--- src/rtl/msr_pkg.sv ---
// Package of shared constants and types for the multi-channel sonar ranger.
package msr_pkg;

	localparam int NUM_CHANNELS = 5;
	localparam int IDX_W        = (NUM_CHANNELS > 1) ? $clog2(NUM_CHANNELS) : 1;
	localparam int CH_W         = 3;
	localparam int TIME_W       = 32;
	localparam int TIMEOUT_W    = 20;
	localparam int SPEED_W      = 10;
	localparam int DIST_W       = 30;
	localparam int CFG_IDX_W    = 2;
	localparam int CFG_DATA_W   = 20;

	localparam logic [CFG_IDX_W-1:0] REG_TIMEOUT = 2'd0;
	localparam logic [CFG_IDX_W-1:0] REG_SPEED   = 2'd1;

	localparam logic             KIND_EDGE     = 1'b0;
	localparam logic             KIND_UPDATE   = 1'b1;
	localparam logic [TIMEOUT_W-1:0] TIMEOUT_RST = 20'd30000;
	localparam logic [SPEED_W-1:0]   SPEED_RST   = 10'd343;
	localparam logic [IDX_W-1:0]     LAST_IDX    = IDX_W'(NUM_CHANNELS - 1);

	typedef enum logic [1:0] {
		ST_IDLE,
		ST_CALC,
		ST_DRAIN,
		ST_EMIT
	} msr_state_t;

	typedef struct packed {
		logic             issue;
		logic             fresh;
		logic [IDX_W-1:0] idx;
	} msr_dist_req_t;

	typedef struct packed {
		logic              wr;
		logic [IDX_W-1:0]  idx;
		logic [DIST_W-1:0] dist_um;
	} msr_dist_res_t;

endpackage

--- src/rtl/msr_dist_unit.sv ---
// Shared distance unit: timeout compare and width-by-speed product, registered.
module msr_dist_unit
	import msr_pkg::*;
(
	input  logic                 clk,
	input  logic                 arst_n,
	input  msr_dist_req_t        req,
	input  logic [TIME_W-1:0]    width,
	input  logic [SPEED_W-1:0]   speed,
	input  logic [TIMEOUT_W-1:0] timeout,
	output msr_dist_res_t        res
);

	logic              below;
	logic [DIST_W-1:0] prod;
	logic [DIST_W-1:0] dist_calc;
	logic              wr_s1;
	logic [IDX_W-1:0]  idx_s1;
	logic [DIST_W-1:0] dist_s1;

	assign below     = width < TIME_W'(timeout);
	assign prod      = DIST_W'(width[TIMEOUT_W-1:0]) * DIST_W'(speed);
	assign dist_calc = below ? {1'b0, prod[DIST_W-1:1]} : '1;

	always_ff @(posedge clk or negedge arst_n) begin
		if (!arst_n) begin
			wr_s1   <= 1'b0;
			idx_s1  <= '0;
			dist_s1 <= '0;
		end else begin
			wr_s1   <= req.issue && req.fresh;
			idx_s1  <= req.idx;
			dist_s1 <= dist_calc;
		end
	end

	assign res.wr      = wr_s1;
	assign res.idx     = idx_s1;
	assign res.dist_um = dist_s1;

endmodule

--- src/rtl/multi_sonar_echo_ranger.sv ---
// Top level of the multi-channel sonar ranger: echo timing, update sequencer and results.
// An echo edge transaction gives no result.
// An update walks the channels one per cycle through the shared distance unit, then
// passes through a drain state and offers one result per channel.
// The input is not ready from the update until its last result transaction.
// Reset is asynchronous and returns every register to its reset value at once.
module multi_sonar_echo_ranger
	import msr_pkg::*;
(
	input  logic                  clk,
	input  logic                  arst_n,
	input  logic                  cfg_we,
	input  logic [CFG_IDX_W-1:0]  cfg_index,
	input  logic [CFG_DATA_W-1:0] cfg_wdata,
	input  logic                  in_valid,
	output logic                  in_ready,
	input  logic                  kind,
	input  logic [CH_W-1:0]       channel,
	input  logic                  echo_level,
	input  logic [TIME_W-1:0]     now_us,
	output logic                  out_valid,
	input  logic                  out_ready,
	output logic [CH_W-1:0]       out_channel,
	output logic signed [DIST_W-1:0] distance_um,
	output logic [TIME_W-1:0]     sequence_res,
	output logic [TIME_W-1:0]     timestamp_us,
	output logic [CH_W-1:0]       fire_channel,
	output logic                  last
);

	msr_state_t           state_q, state_d;
	logic [IDX_W-1:0]     idx_q, idx_d;
	logic [TIMEOUT_W-1:0] timeout_q;
	logic [SPEED_W-1:0]   speed_q;
	logic [TIME_W-1:0]    echo_start_q [NUM_CHANNELS];
	logic [TIME_W-1:0]    echo_width_q [NUM_CHANNELS];
	logic                 start_seen_q [NUM_CHANNELS];
	logic                 fresh_q      [NUM_CHANNELS];
	logic [DIST_W-1:0]    distance_q   [NUM_CHANNELS];
	logic [TIME_W-1:0]    update_time_q;
	logic [TIME_W-1:0]    update_count_q;
	logic [CH_W-1:0]      turn_q;
	logic [CH_W-1:0]      fire_q;
	logic [CH_W-1:0]      fire_next;
	logic                 in_fire;
	logic                 out_fire;
	logic                 edge_ok;
	logic [IDX_W-1:0]     edge_idx;
	msr_dist_req_t        req;
	msr_dist_res_t        res;

	assign in_ready  = (state_q == ST_IDLE);
	assign in_fire   = in_valid && in_ready;
	assign out_valid = (state_q == ST_EMIT);
	assign out_fire  = out_valid && out_ready;
	assign edge_ok   = 32'(channel) < 32'(NUM_CHANNELS);
	assign edge_idx  = IDX_W'(channel);
	assign fire_next = (32'(turn_q) < 32'(NUM_CHANNELS)) ? turn_q : '0;

	assign req.issue = (state_q == ST_CALC);
	assign req.fresh = fresh_q[idx_q];
	assign req.idx   = idx_q;

	msr_dist_unit u_dist (
		.clk     (clk),
		.arst_n  (arst_n),
		.req     (req),
		.width   (echo_width_q[idx_q]),
		.speed   (speed_q),
		.timeout (timeout_q),
		.res     (res)
	);

	always_comb begin
		state_d = state_q;
		idx_d   = idx_q;
		case (state_q)
			ST_IDLE: begin
				if (in_fire && kind == KIND_UPDATE) begin
					state_d = ST_CALC;
					idx_d   = '0;
				end
			end
			ST_CALC: begin
				if (idx_q == LAST_IDX) begin
					state_d = ST_DRAIN;
				end else begin
					idx_d = idx_q + 1'b1;
				end
			end
			ST_DRAIN: begin
				state_d = ST_EMIT;
				idx_d   = '0;
			end
			ST_EMIT: begin
				if (out_fire) begin
					if (idx_q == LAST_IDX) begin
						state_d = ST_IDLE;
					end else begin
						idx_d = idx_q + 1'b1;
					end
				end
			end
			default: begin
				state_d = ST_IDLE;
			end
		endcase
	end

	always_ff @(posedge clk or negedge arst_n) begin
		if (!arst_n) begin
			state_q <= ST_IDLE;
			idx_q   <= '0;
		end else begin
			state_q <= state_d;
			idx_q   <= idx_d;
		end
	end

	always_ff @(posedge clk or negedge arst_n) begin
		if (!arst_n) begin
			timeout_q <= TIMEOUT_RST;
			speed_q   <= SPEED_RST;
		end else if (cfg_we) begin
			if (cfg_index == REG_TIMEOUT) begin
				timeout_q <= cfg_wdata;
			end else if (cfg_index == REG_SPEED) begin
				speed_q <= cfg_wdata[SPEED_W-1:0];
			end
		end
	end

	always_ff @(posedge clk or negedge arst_n) begin
		if (!arst_n) begin
			for (int i = 0; i < NUM_CHANNELS; i++) begin
				echo_start_q[i] <= '0;
				echo_width_q[i] <= '0;
				start_seen_q[i] <= 1'b0;
				fresh_q[i]      <= 1'b0;
				distance_q[i]   <= '1;
			end
			update_time_q  <= '0;
			update_count_q <= '0;
			turn_q         <= '0;
			fire_q         <= '0;
		end else begin
			if (in_fire && kind == KIND_EDGE && edge_ok) begin
				if (echo_level) begin
					echo_start_q[edge_idx] <= now_us;
					start_seen_q[edge_idx] <= 1'b1;
				end else if (start_seen_q[edge_idx]) begin
					echo_width_q[edge_idx] <= now_us - echo_start_q[edge_idx];
					fresh_q[edge_idx]      <= 1'b1;
				end
			end
			if (in_fire && kind == KIND_UPDATE) begin
				update_time_q  <= now_us;
				update_count_q <= update_count_q + 1'b1;
				fire_q         <= fire_next;
				turn_q         <= (32'(fire_next) + 1 >= NUM_CHANNELS) ? '0 :
					fire_next + 1'b1;
			end
			if (req.issue) begin
				fresh_q[idx_q] <= 1'b0;
			end
			if (res.wr) begin
				distance_q[res.idx] <= res.dist_um;
			end
		end
	end

	assign out_channel  = CH_W'(idx_q);
	assign distance_um  = distance_q[idx_q];
	assign sequence_res = update_count_q;
	assign timestamp_us = update_time_q;
	assign fire_channel = fire_q;
	assign last         = (idx_q == LAST_IDX);

	a_update_blocks_input: assert property (@(posedge clk) disable iff (!arst_n)
		(in_valid && in_ready && kind == KIND_UPDATE) |=> !in_ready)
		else $error("input still ready after an update transaction");

	a_last_frees_input: assert property (@(posedge clk) disable iff (!arst_n)
		(out_valid && out_ready && last) |=> in_ready)
		else $error("input not ready after the final result transaction");

	a_write_in_walk: assert property (@(posedge clk) disable iff (!arst_n)
		res.wr |-> (state_q == ST_CALC || state_q == ST_DRAIN))
		else $error("distance written outside the channel walk");

	a_no_result_while_ready: assert property (@(posedge clk) disable iff (!arst_n)
		out_valid |-> !in_ready)
		else $error("result offered while input is ready");

endmodule
--- config.mk ---
export PLATFORM = sky130hd
export DESIGN_NAME = multi_sonar_echo_ranger
export DESIGN_NICKNAME = d
export VERILOG_FILES = /design/src/rtl/msr_pkg.sv /design/src/rtl/msr_dist_unit.sv /design/src/rtl/multi_sonar_echo_ranger.sv
export SDC_FILE = /design/constraint.sdc
export NUM_CORES = 2
export LEC_CHECK = 0
export BUFFER_PORTS_ARGS = -buffer_cell sky130_fd_sc_hd__clkbuf_2
export CAP_MARGIN = 20
export CORE_MARGIN = 2
export CORE_UTILIZATION = 65
export DETAILED_ROUTE_END_ITERATION = 12
export GPL_TIMING_DRIVEN = 0
export PLACE_DENSITY = 0.86
export REMOVE_ABC_BUFFERS = 1
export SYNTH_ARGS = -nofsm -noshare
export SYNTH_HDL_FRONTEND = slang
export SYNTH_SLANG_ARGS = --single-unit
--- constraint.sdc ---
create_clock -name clk -period 11 [get_ports clk]
set_input_delay 2.2 -clock clk [delete_from_list [all_inputs] [get_ports clk]]
set_output_delay 2.2 -clock clk [all_outputs]
set_load 0.1 [all_outputs]
==> results.yml <==
timing:
  relSlewSlack_pct: 21.0
  skew_ns: 0.0271
  slew_violations: 0
  setup_viol: 0
  period_needed_ns: 8.90
  finalHoldViolCount: 0
  rsz0062_at_grt: "false"
  tns_ns: 0
  worst_pin_slew_ns: 1.18
  fmax_ghz: 0.112
  min_period_over_period_pct: 80.9
setup_path:
  crit_path_end_kind: "register"
  path_max_fanout: 49
  criticalPathCategory: "reg -> reg"
  crit_arrival_ns: 9.38
  start_kind: "register"
  cp_data_required_time_ns: 11.48
cts:
  htree_levels: 3
  cts_tree: "yes"
  cts_sinks: 619
  post_cts_buffers: 0
  cts.hold.buffers_added: 0
  clk_pin_slew_worst_paths_ns: 0.06
  numCtsBuffers: 66
  cts-root-buf: "clkbuf_16"
  clock_latency_ns: 0.62
  cts.repair.resized: 0
  clockBufferDepth: 3
placed_design:
  placed_cell_area_um2: 36500
  hpwl_um: 54500
  io_buffers: 166
  dp_cells: 3726
  gp_congestion: 0.881
route:
  first_pass_iters: 5
  final_antenna_net_count: 0
  drtIter0Drc: 1809
  routed_wl_um: 83000
  remaining_drc_errors: 0
  vias: 23900
  viasPerCell: 6.21
  wl_per_cell_um: 21.6
power:
  total_power_mw: 9.27
  ir_worst_vdd_v: 0.000257
  power.density_nw_per_um2: 239
  p_leak_nw: 18.8
layout:
  finalNetCount: 3444
  fillCellCount: 3256
  drive_gt1_share_pct: 31.3
  ff_latch_area_um2: 15700
  layoutNonFillerInstCount: 3851
  diodes: 0
  stdcell_area_um2: 38800
  syn2layout_area_growth_pct: 12.0
  multi_input_area_um2: 17700
floorplan:
  io_pins: 167
  fp-row-count: 84
  die_y_um: 235
  die_area_um2: 55100
  fp.dieW_um: 235
  core_um2: 52700
  start_util_pct: 65.7
global_route:
  antenna_found_initial: 2
  grt_max_degree: 120
  grt_pass1_vias: 26200
  overflow: 0
  grt_usage_pct: 30.3
  grt_pass1_wl_um: 135000
synthesis:
  yosysWarnings: 0
  synth_top_area_cell: "dfrtp_1"
  yosysTopAreaCellShare_pct: 33.0
  ys.flop_type: "dfrtp_1"
  async_reset_ff_share_pct: 100
  syn_area_per_cell_um2: 11.6
  synth_cell_type_count: 71
  synth_edf_count: 0
  netlist_top_cells_area: "dfrtp_1 (33%), mux2_2 (14%), dfstp_2 (12%)"
  synth.cell_area_um2: 34600
  ys_seq_area_share_pct: 45.3
  synth_cells: 2993
  ys_seq_elements: 619
min_path:
  hold_path.class: "reg -> reg"
job:
  maxCapViolCount: 0
run_status:
  status: "complete, no violations"
==> state kept, by name (all words and copies together) (netlist names) <==
signal          cells
turn_q              3
fire_channel        3
u_dist.wr_s1        1
start_seen_q        5
speed_q            10
out_channel         3
u_dist.idx_s1       3
fresh_q             5
u_dist.dist_s1     30
state_q             2
timeout_q          20
sequence_res       32
timestamp_us       32
echo_start_q      160
echo_width_q      160
distance_q        150
==> where the power goes <==
part,total [mW],switching [mW],internal (mW),leakage [nW]
logic,3.60,2.41,1.19,9.91
registers,3.43,0.455,2.98,7.77
clock network,2.24,0.945,1.30,1.08
total,9.27,3.81,5.47,18.8
==> worst max-delay path, cell delays in order (launching register included) <==
cell,delay [ns]
dfrtp_4,0.94
inv_1,0.41
nor2_4,0.71
a21oi_1,0.16
o22ai_1,0.93
nand2_1,0.18
fa_1,0.55
inv_1,0.06
fa_1,0.51
inv_1,0.06
fa_1,0.48
inv_1,0.06
fa_1,0.55
inv_1,0.06
fa_1,0.53
inv_1,0.04
ha_1,0.38
nand2_1,0.10
a211oi_1,0.30
nor2_1,0.16
o31ai_1,0.71
a21oi_1,0.23
nand2_1,0.14
nand2_1,0.07
xnor2_1,0.13
or2_2,0.27
==> cell families after synthesis <==
kind of cell	after synthesis	synth area share [%]
muxes	569	19.2
xor gates and xnor gates	79	2.00
AOI/OAI and AO/OA	410	7.15
buffers and inverters	344	3.75
and+or+nand+nor	705	9.84
DFF	619	45.3
adders and majority gates	267	12.8
==> cell usage in the layout (no fill, tap or decap), types with 14 or more instances in the layout <==
cell       Yosys  layout
inv_1        185     185
clkbuf_2       0     164
and2_1       104     104
mux2i_1      104     104
mux4_2        32      32
o22ai_1       51      51
mux2_2       433     433
nand4_1       14      14
clkbuf_8       0      15
xnor2_1       47      47
nand2_1      307     298
clkbuf_16      0      67
buf_16         0      14
nor2b_1       44      44
fa_1         143     143
xor2_1        32      32
nor4_1        14      14
a21o_1        27      27
dfstp_2      163     163
nand2b_1      38      38
dfrtp_1      456     453
o21ai_0      126     126
and3_1        19      19
nand3_1       22      19
nor2_1        94      93
a21oi_1      135     135
ha_1         124     124
==> metrics by stage <==
stage          setup WS, ns  utilization, %  hold WS (ns)
3_3_place_gp          -5.26            67.8         0.444
6_report               2.10            73.7         0.472
2_1_floorplan        -0.106               -         0.429
4_1_cts                2.18            73.5         0.474
5_1_grt                1.80            73.7         0.499
3_5_place_dp           2.27            69.4         0.451
==> cell type report <==
class,instances,area share (%)
multi-input combinational,2030,45.6
timing repair buffer,211,4.22
tap,688,2.22
clock buffer,94,4.95
inverter,185,1.79
clock inverter,24,0.687
sequential,619,40.5
==> worst paths after layout <==
| check | from | to | slack, ns | cells after the start |
|---|---|---|---|---|
| max | out_channel[0] | u_dist.dist_s1[26] | 2.10 | 25 |
| min | start_seen_q[2] | start_seen_q[2] | 0.47 | 1 |
| max reg2reg | out_channel[0] | u_dist.dist_s1[26] | 2.10 | 25 |
| min reg2reg | start_seen_q[2] | start_seen_q[2] | 0.47 | 1 |
| max in group asynchronous | arst_n | echo_start_q[121] | 7.46 | 4 |
| min in group asynchronous | arst_n | sequence_res[27] | 1.66 | 1 |
==> routing by layer <==
layer  up-vias  global-route usage, %  wire, um
met2       886                   53.6     42900
met4         4                   13.0      3060
met3       237                   4.83      4610
met5         -                      0        25
met1     12300                   36.9     32400
li1      10500                      -         -
==> cells in the mapped netlist (3+ instances only) <==
library cell and n:
and3_1 19, a32oi_1 3, nor3b_1 7, nand3_1 22, nand2b_1 38, and2_1 104, o21ai_0 126, ha_1 124
nor3_1 14, clkbuf_1 141, o211ai_1 4, a211oi_1 7, o31ai_1 7, o21a_1 7, nand2_1 307, a21o_1 27
xor2_1 32, dfstp_2 163, buf_2 5, a22o_1 4, a311oi_1 3, a21oi_1 135, nand4_1 14, dfrtp_1 456
or4_1 3, mux2i_1 104, mux4_2 32, fa_1 143, o21bai_1 3, nor4_1 14, inv_1 185, nor2b_1 44
xnor2_1 47, mux2_2 433, a31oi_1 3, buf_1 13, nand3b_1 4, or2_2 9, nor2_1 94, o22ai_1 51
Note: power is estimated with default switching activity, not from simulation.
